$ cat config.mk
export PLATFORM = sky130hd
export DESIGN_NAME = bm25_front
export DESIGN_NICKNAME = d
export VERILOG_FILES = /design/src/design/bm25_pkg.sv /design/src/design/bm25_front.sv
export SDC_FILE = /design/constraint.sdc
export NUM_CORES = 1
export LEC_CHECK = 0
export ABC_CLOCK_PERIOD_IN_PS = 9200
export BUFFER_PORTS_ARGS = -buffer_cell sky130_fd_sc_hd__buf_2
export CAP_MARGIN = 20
export CORE_ASPECT_RATIO = 0.8
export CORE_MARGIN = 10
export CORE_UTILIZATION = 45
export CTS_BUF_LIST = sky130_fd_sc_hd__clkbuf_8
export CTS_CLUSTER_DIAMETER = 150
export DETAILED_ROUTE_END_ITERATION = 10
export GPL_ROUTABILITY_DRIVEN = 0
export PLACE_DENSITY = 0.78
export SETUP_SLACK_MARGIN = 0.4
export SLEW_MARGIN = 10
export SYNTH_ARGS = -nofsm -noshare
export SYNTH_HDL_FRONTEND = slang
export SYNTH_SLANG_ARGS = --single-unit
$ cat constraint.sdc
create_clock -name clock -period 9.2 [get_ports clock]
set_input_delay 2.76 -clock clock [delete_from_list [all_inputs] [get_ports clock]]
set_output_delay 2.76 -clock clock [all_outputs]
set_load 0.02 [all_outputs]
$ cat src/design/bm25_pkg.sv
`default_nettype none
package bm25_pkg;

   localparam int SLOT_W    = 10;
   localparam int DOC_SLOTS = 1 << SLOT_W;
   localparam int Q_DEPTH   = 2;
   localparam int Q_AW      = $clog2(Q_DEPTH);
   localparam int CSR_AW    = 4;

   localparam logic [29:0] LN2_Q30   = 30'd744261118;
   localparam logic [20:0] IDF_FLOOR = 21'd7;
   localparam logic [12:0] ONE_Q12   = 13'd4096;
   localparam logic [27:0] AVG_ONE   = 28'd256;

   // register indexes (word address)
   localparam logic [1:0] REG_TOTAL_DOCS = 2'd0;
   localparam logic [1:0] REG_AVG_LEN    = 2'd1;
   localparam logic [1:0] REG_K1         = 2'd2;
   localparam logic [1:0] REG_B          = 2'd3;

   typedef struct packed {
      logic [20:0] total_docs;
      logic [27:0] avg_doc_len;
      logic [15:0] k1_gain;
      logic [12:0] b_weight;
   } cfg_type;

   typedef struct packed {
      logic [SLOT_W-1:0] slot;
      logic [15:0]       term_freq;
      logic [19:0]       doc_len;
      logic [20:0]       doc_freq;
      logic              new_query;
   } req_type;

   typedef struct packed {
      logic [SLOT_W-1:0] out_slot;
      logic [31:0]       term_score;
      logic [31:0]       total_score;
      logic              first_hit;
   } rsp_type;

endpackage
`default_nettype wire

$ cat src/design/bm25_front.sv
`default_nettype none
module bm25_front (
   input  wire logic              clock,
   input  wire logic              reset,
   input  wire logic              req_valid,
   output logic                   req_ready,
   input  wire bm25_pkg::req_type req_data,
   output logic                   q_valid,
   output bm25_pkg::req_type      q_data,
   input  wire logic              q_pop
);
   import bm25_pkg::*;

   req_type         entry_ff [Q_DEPTH];
   logic [Q_AW-1:0] wr_ff, wr_in, rd_ff, rd_in;
   logic [Q_AW:0]   cnt_ff, cnt_in;
   logic            push, pop;

   assign req_ready = cnt_ff != (Q_AW+1)'(Q_DEPTH);
   assign push      = req_valid && req_ready;
   assign q_valid   = cnt_ff != '0;
   assign pop       = q_pop && q_valid;
   assign q_data    = entry_ff[rd_ff];

   always_comb begin
      wr_in  = push ? wr_ff + 1'b1 : wr_ff;
      rd_in  = pop ? rd_ff + 1'b1 : rd_ff;
      cnt_in = cnt_ff + (Q_AW+1)'(push) - (Q_AW+1)'(pop);
   end

   always_ff @(posedge clock) begin
      if (push) entry_ff[wr_ff] <= req_data;
      if (reset) begin
         wr_ff  <= '0;
         rd_ff  <= '0;
         cnt_ff <= '0;
      end else begin
         wr_ff  <= wr_in;
         rd_ff  <= rd_in;
         cnt_ff <= cnt_in;
      end
   end
endmodule
`default_nettype wire

=== Word-level counts from Yosys, hierarchy flattened ===
Memory sizes are Yosys's and may differ from the RTL's. A register that Yosys moved wholly into a read port is not among the register bits.
Cells that the tools add are included.

* Flip-flop bits (word level): 4
* Memory bits (writable): 136
* Input port bits: 72
* Output and inout port bits: 70
* Word-level logic and storage cells: 16
* Memories kept: 1

* Add/sub/neg operators: 4
* Eq/ne operators: 1
* Mux-type cells: 4
* Reduce and logical (&&, ||, !) cells: 3

{| class="wikitable"
|+ Memory list
! memory !! words !! bits a word !! read ports !! clocked after memory_dff !! wr ports !! RTL line !! RTL
|-
| entry_ff || 2 || 68 || 1 || 1 || 1 || bm25_front.sv:14 || <nowiki>req_type entry_ff [Q_DEPTH];</nowiki>
|}

{| class="wikitable"
|+ Operators with widths
! kind !! count
|-
| $mux W1 || 4
|-
| $add A1 B1 Y1 const B || 2
|-
| $add A2 B1 Y2 || 1
|-
| $logic_and A1 B1 Y1 || 2
|-
| $ne A2 B2 Y1 const B || 1
|-
| $reduce_bool A2 Y1 || 1
|-
| $sub A2 B1 Y2 || 1
|}

=== Longest topological paths before layout ===
Gate-level depths: netlist (run 1).

* Word-level depth: 4
* Mapped depth: 6

=== Worst setup path after synthesis (run 1) ===
Ideal clock, no wire load.

* Path kind: input -> register
* Start point: in req_valid
* End point: mem entry_ff[1][0] in the netlist's numbering, enable pin
* Arrival time: 4.405 ns
* Required time: 8.766 ns
* Path slack: 4.361 ns
* Stages on the path: 1
* Buffers on the path: 0
* Cell sequence: and3_1

* Longest elaborated chain between the ends: 3

{| class="wikitable"
|+ RTL lines
! item !! RTL line !! RTL
|-
| from (decl) || bm25_front.sv:5 || <nowiki>input wire logic req_valid,</nowiki>
|-
| $logic_and A1 B1 Y1 || bm25_front.sv:20 || <nowiki>assign push = req_valid && req_ready;</nowiki>
|-
| $mux W1 || bm25_front.sv:32 || <nowiki>if (push) entry_ff[wr_ff] <= req_data;</nowiki>
|-
| $mux W1 (implied by the code) || bm25_front.sv:32 ||
|-
| to (decl) || bm25_front.sv:14 ||
|}

No other way between the ends.

==> results of run 1 <==
## cell families (layout without fill, tap and decap cells)
group                    after synthesis  count (layout)  share of synthesized area, %
AO/OA/AOI/OAI                          7               7                         0.979
AND/OR/NAND/NOR                       13              13                          1.34
XOR/XNOR                               1               1                         0.167
buffers and inverters                  9             175                          1.19
flip-flops                           141             141                          79.8
adder cells (fa/ha/maj)                1               1                         0.239
multiplexers                          69              69                          16.3
## cell type report
| cell class | count | area, sq um |
|---|---|---|
| fill | 906 | 5020 |
| sequential | 141 | 4190 |
| multi-input combinational | 91 | 1000 |
| timing repair buffer | 142 | 713 |
| clock buffer | 17 | 234 |
| tap | 148 | 185 |
| clock inverter | 15 | 129 |
| inverter | 1 | 3.75 |
## registers in the layout (all words and copies together), names as in the netlist, named ones only
name      flops
entry_ff    136
cnt_ff        2
wr_ff         1
rd_ff         1
## tightest hold or removal path, stage by stage (launching register included)
cell and delay, ns:
dfxtp_1 0.33, xor2_1 0.09, nor2_1 0.08
## layout by cell type, fill, tap and decap left out, types with 2 or more instances in the layout
master	instances
o21ai_0	2
clkinv_2	4
inv_6	2
nor2b_1	2
dfxtp_1	4
buf_2	141
mux2_4	20
clkbuf_8	17
edfxtp_1	136
nor2_1	5
clkinv_1	5
bufinv_16	2
mux2_2	48
## per-stage QoR
step | cells | power [mW] | setup WS [ns] | utilization (%) | hold slack [ns]
3_3_place_gp | 523 | 1.23 | 4.77 | 53.1 | 0.487
4_1_cts | 555 | 1.70 | 4.29 | 56.2 | 0.520
5_1_grt | 555 | 1.76 | 4.22 | 56.2 | 0.561
2_1_floorplan | 241 | 1.11 | 4.36 | - | 0.472
6_report | 555 | 1.67 | 4.33 | 56.2 | 0.522
3_5_place_dp | 523 | 1.23 | 4.78 | 53.1 | 0.495
## final timing paths
path                        start                         to  slack (ns)  depth (start not counted)
max reg2reg  cnt_ff[0]$_SDFF_PP0_  entry_ff[0][13]$_DFFE_PP_        7.22                          4
min            rd_ff$_SDFFE_PP0P_         rd_ff$_SDFFE_PP0P_        0.52                          2
min reg2reg    rd_ff$_SDFFE_PP0P_         rd_ff$_SDFFE_PP0P_        0.52                          2
max                          flop                 q_data[33]        4.33                          2
## power by group through the flow
stage                     clock network [mW]  registers (mW)  logic, mW
final                                  0.460           0.837      0.373
after global routing                   0.506           0.850      0.402
after CTS                              0.474           0.840      0.382
after detailed placement                   0           0.854      0.380
after global placement                     0           0.850      0.375
after floorplan                            0           0.810      0.299
## metal layers
| layer | global-route usage [%] | part of all wire, % | vias to the layer above |
|---|---|---|---|
| li1 | - | - | 1260 |
| met1 | 13.9 | 41 | 1309 |
| met2 | 20.5 | 48 | 116 |
| met3 | 7.07 | 11 | 11 |
| met4 | 4.95 | 1.2 | 0 |
| met5 | 0 | 0 | - |
==> impl_results.md, run 1 <==
* Status: completed
* Max incr delay on CP at 0.96 ns
* Leakage at 2.46 nW
* Syn-to-layout area delta at 23.1%
* CTS tree: built
* Avg WL per Cell at 18.3 um
* Most frequent cells after synthesis: edfxtp_1 (136), mux2_2 (48), mux2_4 (20)
* Crit-path cells: mux2_2 > buf_2
* CTS Hold Bufs at 0
* Vias in the first global route at 3086
* DRT iter0 DRCs at 154
* FF+latch count, synth at 141
* Row count at 35
* Worst Path Buf+Inv at 1
* VDD IR-drop max at 0.000185 V
* Worst setup path category: flop to output port
* # diodes at 0
* Ratio of cells with drive above 1 in the final layout at 59.2%
* Reg clk slew, reported paths at 0.08 ns
* Fin Clk Skew at 0.0118 ns
* RSZ-0062 raised after global routing: false
* Final period util at 53.0%
* Die W at 141 um
* Routed vias/inst at 4.86
* Synthesized area at 5240 sq um
* Initial antenna violation count at 0
* Power Dens Cells at 259 nW/um^2
* TritonRoute pass-1 iters at 4
* Post-CTS sizing at 0
* Synth top area cells: edfxtp_1 (78%), mux2_2 (10%), mux2_4 (5.7%)
* Max_slew headroom at 30.9%
* Hold Crit Class: flop to flop
* Net total in the final layout at 467
* Clock group share of total power at 27.5%
* CP arrival at 2.11 ns
* Fin area at 6450 sq um
* Core area at 11500 sq um
* Io pins at 142
* Largest net degree at the start of global routing at 69
* Sequential share of power at 50.1%
* Largest area contributor in the synthesized netlist: edfxtp_1
* Prevailing post-synth register cell: edfxtp_1
* Synthesized Nets at 314
* Post-synth top area share at 77.9%
* Die Y at 117 um
* Yosys cell types at 24
* CP Max Fanout at 68
* GRT Total Usage at 12.8%
* Max capacitance violation total at 0
* Max Clk Rate at 0.205 GHz
* EDFF count, synth at 136
* Critical Path RT at 6.44 ns
* Via Count at 2696
* Setup Fix Bufs, Post-CTS at 0
* YS warnings at 0
* Slew Limit Fails at 0
* Syn avg cell area at 21.7 sq um
* Overflow after GRT at 0
* Asr flop ratio synth at 0%
* Port Buffers at 141
* Final hold violation count at 0
* Max clock buf depth at 2
* Least-Margin Pin Slew at 1.04 ns
* CP Capture Type: output port
* Startpoint type of the worst setup path: flop
* Register area share after synthesis at 79.8%
* Synth Instances at 241
* First-pass GRT wire length at 16000 um
* CTS H-tree lvls at 4
* Antenna Violating Nets Remaining at 0
* Area after DPL at 6090 sq um
* Setup TNS at 0 ns
* Most numerous cell in the Yosys netlist: edfxtp_1
* Crit-path leading delay family: flip-flops
* Die ar. at 16400 sq um
* Switching component of the power at 0.483 mW
* Initial Util at 45.7%
* Post-Route WL at 10200 um
* Drc violations at 0
* Clock sink count at 141
* Slowest cell on the critical path: dfxtp_4
* Tmin final at 4.87 ns
* Sw Share at 28.9%
* Endpoints failing setup at 0
* Cell Int Power at 1.19 mW
* Logic gate share of total power at 22.4%
* Worst-skew pair later-pin latency at 0.43 ns
* CTS buffer count at 17
* Root buffer cell: clkbuf_8
Power figures use the tool's default switching activity.
==> run 2, diff against run 1 <==
- ABC_CLOCK_PERIOD_IN_PS: 9200 -> 4600
- clock period: 9.2 -> 4.6 ns (I/O delays scaled with it)
==> impl_results.md, run 2 (same netlist as run 1, synthesis figures left out) <==
* Fin area at 6460 sq um (was 6450 sq um)
* CTS buffer count at 17 (unchanged)
* Drc violations at 0 (unchanged)
* Startpoint type of the worst setup path: flop (unchanged)
* Leakage at 2.44 nW (was 2.46 nW)
* Core area at 11500 sq um (unchanged)
* Max clock buf depth at 2 (unchanged)
* Ratio of cells with drive above 1 in the final layout at 60.0% (was 59.2%)
* Final hold violation count at 0 (unchanged)
* Setup TNS at 0 ns (unchanged)
* Max_slew headroom at 32.0% (was 30.9%)
* Largest register FFs at 136 (unchanged)
* CTS H-tree lvls at 4 (unchanged)
* Routed wire length on met2 at 4800 um (was 4830 um)
* CP arrival at 2.09 ns (was 2.11 ns)
* DR top layer: met5 (was met4)
* Max capacitance violation total at 0 (unchanged)
* Worst r2r dst: entry_ff[0][61]$_DFFE_PP_ (was entry_ff[0][13]$_DFFE_PP_)
* Power Dens Cells at 513 nW/um^2 (was 259 nW/um^2)
* Overflow after GRT at 0 (unchanged)
* Worst-skew pair later-pin latency at 0.42 ns (was 0.43 ns)
* Routed vias/inst at 4.88 (was 4.86)
* DP Wirelength at 6960 um
* Die Y at 117 um (unchanged)
* Status: completed (unchanged)
* Fin Clk Skew at 0.0143 ns (was 0.0118 ns)
* Slew Limit Fails at 0 (unchanged)
* DRT iter0 DRCs at 152 (was 154)
* Final non-filler cell total at 556 (was 555)
* CTS tree: built (unchanged)
* Die ar. at 16400 sq um (unchanged)
* Max Clk Rate at 0.288 GHz
* Avg WL per Cell at 18.3 um (about the same)
* Port Buffers at 141 (unchanged)
* Io pins at 142 (unchanged)
* Metal3 WL at 1090 um (was 1080 um)
* Antenna Violating Nets Remaining at 0 (unchanged)
* First-pass GRT wire length at 16200 um (was 16000 um)
* RSZ-0062 raised after global routing: false (unchanged)
* TritonRoute pass-1 iters at 4 (unchanged)
* WL met1 at 4200 um (was 4140 um)
* RR Startpoint: cnt_ff[0]$_SDFF_PP0_ (unchanged)
* Placed cells at 523 (unchanged)
* Net total in the final layout at 467 (unchanged)
* Initial Util at 45.7% (unchanged)
* CTS Hold Bufs at 0 (unchanged)
* Final period util at 75.5%
* Top flop regs: entry_ff: 136 flops, cnt_ff: 2 flops (unchanged)
* Worst Reg2Reg Path Length in Cells at 4 (unchanged)
* Die W at 141 um (unchanged)
* Final hold slack at 0.511 ns (was 0.522 ns)
* Area after DPL at 6100 sq um (was 6090 sq um)
* GRT Total Usage at 12.7% (was 12.8%)
* R2R Setup Slk at 2.58 ns (was 7.22 ns)
* Root buffer cell: clkbuf_8 (unchanged)
* Hold path depth at 2 (unchanged)
* Worst setup path category: flop to output port (unchanged)
* Tmin final at 3.47 ns
* Top reg by flops: entry_ff (unchanged)
* CP Max Fanout at 68 (unchanged)
* Post-CTS sizing at 0 (unchanged)
* Worst Setup Slack, final at 1.13 ns (was 4.33 ns)
* Most frequent cells in the layout: buf_2 (141), edfxtp_1 (136), mux2_2 (48) (unchanged)
* Row count at 35 (unchanged)
* Reg clk slew, reported paths at 0.08 ns (about the same)
* Fill cells at 908 (was 906)
* Final core occ at 56.3% (was 56.2%)
* Initial antenna violation count at 2 (was 0)
* Hold path start: rd_ff$_SDFFE_PP0P_ (unchanged)
* CP Capture Type: output port (unchanged)
* Setup Fix Bufs, Post-CTS at 0 (unchanged)
* Most common cell after layout, fill and taps aside: buf_2 (unchanged)
* Setup WS pre-CTS at 1.55 ns (was 4.78 ns)
* Endpoints failing setup at 0 (unchanged)
* Critical Path RT at 3.22 ns (was 6.44 ns)
* Vias in the first global route at 3108 (was 3086)
* Largest net degree at the start of global routing at 69 (unchanged)
* Final total power at 3.31 mW (was 1.67 mW)
* Clock sink count at 141 (unchanged)
* Syn-to-layout area delta at 23.3% (was 23.1%)
* Least-Margin Pin Slew at 1.02 ns (was 1.04 ns)
* Post-Route WL at 10200 um (about the same)
* VDD IR-drop max at 0.000303 V (was 0.000185 V)
* Via Count at 2716 (was 2696)
* Hold Crit Class: flop to flop (unchanged)
run 2: final cells by class:
type	instances	area [sq um]	area share [%]
antenna	1	2.50	0.0387
inverter	1	3.75	0.0581
tap	148	185	2.87
clock inverter	15	121	1.88
sequential	141	4190	64.8
timing repair buffer	142	726	11.2
multi-input combinational	91	1000	15.5
clock buffer	17	234	3.62
run 2: worst max path at each step:
stage               from                  endpoint  cells after the start  slack, ns
6_report            flop                q_data[33]                      2       1.13
5_1_grt             flop                q_data[57]                      2       0.98
3_5_place_dp        flop                q_data[57]                      2       1.55
4_1_cts             flop                q_data[57]                      2       1.06
2_1_floorplan  req_valid  entry_ff[1][0]$_DFFE_PP_                      1       1.14
3_3_place_gp        flop                q_data[57]                      2       1.55
run 2: power by group:
group / switching [mW] / internal [mW]
logic: 0.410 / 0.344
registers: 0.111 / 1.56
clock network: 0.465 / 0.423
run 2: layer usage:
layer	up-vias	track usage [%]
met2	107	20.5
met4	2	2.95
met5	-	0
met1	1331	14.1
met3	14	7.76
li1	1262	-
run 2: worst max-delay path, stage by stage, from the launching register on:
cell,delay [ns]
dfxtp_4,1.04
mux2_2,0.44
buf_2,0.16
==> run 3, diff against run 2 <==
- ABC_CLOCK_PERIOD_IN_PS: 4600 -> 3500
- clock period: 4.6 -> 3.5 ns (I/O delays scaled with it)
==> impl_results.md, run 3 (same netlist as run 1, synthesis figures left out) <==
* Status: completed (unchanged)
* CTS buffer count at 17 (unchanged)
* Routed vias/inst at 4.82 (was 4.88)
* Top reg by flops: entry_ff (unchanged)
* Startpoint type of the worst setup path: flop (unchanged)
* Worst-skew pair later-pin latency at 0.43 ns (was 0.42 ns)
* Placed cells at 525 (was 523)
* DRT iter0 DRCs at 160 (was 152)
* FF+latch area at 4190 sq um (unchanged)
* Sw Share at 29.6% (was 29.7%)
* Leakage at 2.48 nW (was 2.44 nW)
* Hold path depth at 2 (unchanged)
* Final period util at 81.9%
* CP arrival at 1.82 ns (was 2.09 ns)
* RSZ-0062 raised after global routing: false (unchanged)
* Setup WS pre-CTS at 0.929 ns (was 1.55 ns)
* Final hold violation count at 0 (unchanged)
* R2R Setup Slk at 1.87 ns (was 2.58 ns)
* VDD IR-drop max at 0.000366 V (was 0.000303 V)
* Post-CTS sizing at 0 (unchanged)
* Top flop regs: entry_ff: 136 flops, cnt_ff: 2 flops (unchanged)
* Syn-to-layout area delta at 25.0% (was 23.3%)
* Overflow after GRT at 0 (unchanged)
* Fill cells at 910 (was 908)
* CTS Hold Bufs at 0 (unchanged)
* Sequential share of power at 47.2% (was 50.5%)
* Final total power at 4.50 mW (was 3.31 mW)
* Worst Reg2Reg Path Length in Cells at 4 (unchanged)
* Worst r2r dst: entry_ff[0][57]$_DFFE_PP_ (was entry_ff[0][61]$_DFFE_PP_)
* Ratio of cells with drive above 1 in the final layout at 60.7% (was 60.0%)
* TritonRoute pass-1 iters at 4 (unchanged)
* Die Y at 117 um (unchanged)
* Clock sink count at 141 (unchanged)
* Final non-filler cell total at 558 (was 556)
* Slew Limit Fails at 0 (unchanged)
* Vias in the first global route at 2979 (was 3108)
* Setup Fix Bufs, Post-CTS at 0 (unchanged)
* Initial antenna violation count at 0 (was 2)
* Die W at 141 um (unchanged)
* Worst setup path category: flop to output port (unchanged)
* Max_slew headroom at 74.1% (was 32.0%)
* Slowest cell on the critical path: dfxtp_4 (unchanged)
* Crit-path cells: buf_12 > mux2_2 > buf_2 (was mux2_2 > buf_2)
* Area after DPL at 6140 sq um (was 6100 sq um)
* Core area at 11500 sq um (unchanged)
* Fin Clk Skew at 0.00807 ns (was 0.0143 ns)
* Switching component of the power at 1.33 mW (was 0.986 mW)
* Initial Util at 45.7% (unchanged)
* Cell Int Power at 3.17 mW (was 2.33 mW)
* Row count at 35 (unchanged)
* CTS tree: built (unchanged)
* Avg WL per Cell at 18.7 um (was 18.3 um)
* CP Capture Type: output port (unchanged)
* Met3 Use GR at 6.75% (was 7.76%)
* Least-Margin Pin Slew at 0.389 ns (was 1.02 ns)
* Max Clk Rate at 0.349 GHz
* Largest net degree at the start of global routing at 69 (unchanged)
* CTS H-tree lvls at 4 (unchanged)
* Multi-input gate area at 1000 sq um (unchanged)
* Drc violations at 0 (unchanged)
* Max incr delay on CP at 0.52 ns (was 1.04 ns)
* First-pass GRT wire length at 15600 um (was 16200 um)
* Io pins at 142 (unchanged)
* RR Startpoint: cnt_ff[0]$_SDFF_PP0_ (unchanged)
* Hold Crit Class: flop to flop (unchanged)
* Via Count at 2687 (was 2716)
* Largest register FFs at 136 (unchanged)
* Grt peak-use layer: met2 (unchanged)
* Hold path start: rd_ff$_SDFFE_PP0P_ (unchanged)
* Root buffer cell: clkbuf_8 (unchanged)
* GR Util met1 at 14.0% (was 14.1%)
* Post-Route WL at 10400 um (was 10200 um)
* Most common cell after layout, fill and taps aside: buf_2 (unchanged)
* Antenna Violating Nets Remaining at 0 (unchanged)
* GRT Total Usage at 12.4% (was 12.7%)
* Logic gate share of total power at 24.3% (was 22.7%)
* CP Max Fanout at 39 (was 68)
* Die ar. at 16400 sq um (unchanged)
* Setup TNS at 0 ns (unchanged)
* Fin area at 6550 sq um (was 6460 sq um)
* Endpoints failing setup at 0 (unchanged)
* Worst Setup Slack, final at 0.634 ns (was 1.13 ns)
* Net total in the final layout at 470 (was 467)
* Port Buffers at 141 (unchanged)
* # diodes at 0 (was 1)
* Max clock buf depth at 2 (unchanged)
* Met2 Usage GRT at 19.5% (was 20.5%)
* DP Wirelength at 7070 um (was 6960 um)
* Power Dens Cells at 686 nW/um^2 (was 513 nW/um^2)
* Tmin final at 2.87 ns
* Clock group share of total power at 28.5% (was 26.8%)
* Most frequent cells in the layout: buf_2 (141), edfxtp_1 (136), mux2_2 (48) (unchanged)
* Max capacitance violation total at 0 (unchanged)
* Reg clk slew, reported paths at 0.08 ns (about the same)
* Critical Path RT at 2.45 ns (was 3.22 ns)
[run 3: cell types whose count changed in the layout (fill, tap and decap cells not counted)]
cell | before | now
clkinv_2 | 3 | 1
diode_2 | 1 | 0
inv_6 | 3 | 5
buf_8 | 0 | 1
buf_12 | 1 | 3
inv_8 | 0 | 1
bufinv_16 | 1 | 2
clkinv_1 | 3 | 1
[run 3: worst max-delay path: cells and delay by family, from the launching register on]
family | cells | cell delay (ns)
muxes | 1 | 0.38
DFF | 1 | 0.52
buffers and inverters | 2 | 0.45
[run 3: per-layer routing]
metal / vias up / share of wire (%)
met2: 98 / 48
li1: 1268 / -
met5: - / 0
met4: 0 / 1.1
met1: 1308 / 41
met3: 13 / 9.2
[run 3: cell type report]
type	instances	area share (%)
Clock buffer	17	3.57
Clock inverter	15	2.48
Inverter	1	0.0573
Multi-Input combinational cell	91	15.3
Sequential cell	141	63.9
Tap cell	148	2.83
Timing Repair Buffer	145	11.9
[run 3: worst max-delay path by stage]
stage,from,to,slack (ns)
finish,flop,q_data[22],0.63
global route,flop,q_data[18],0.55
CTS,flop,q_data[25],0.45
detailed placement,flop,q_data[25],0.93
global placement,flop,q_data[18],0.97
floorplan,req_valid,entry_ff[0][0]$_DFFE_PP_,0.60
[run 3: per-stage QoR]
stage | hold WS (ns) | util [%]
global placement | 0.494 | 53.5
CTS | 0.542 | 57.0
floorplan | 0.472 | -
detailed placement | 0.510 | 53.5
finish | 0.530 | 57.1
global route | 0.586 | 57.1
[run 3: power groups by stage]
stage / registers, mW / clock network (mW) / logic [mW]
2_1_floorplan: 2.13 / 0 / 0.785
3_3_place_gp: 2.17 / 0 / 1.07
3_5_place_dp: 2.19 / 0 / 1.08
4_1_cts: 2.15 / 1.32 / 1.08
5_1_grt: 2.15 / 1.39 / 1.17
6_report: 2.13 / 1.28 / 1.09
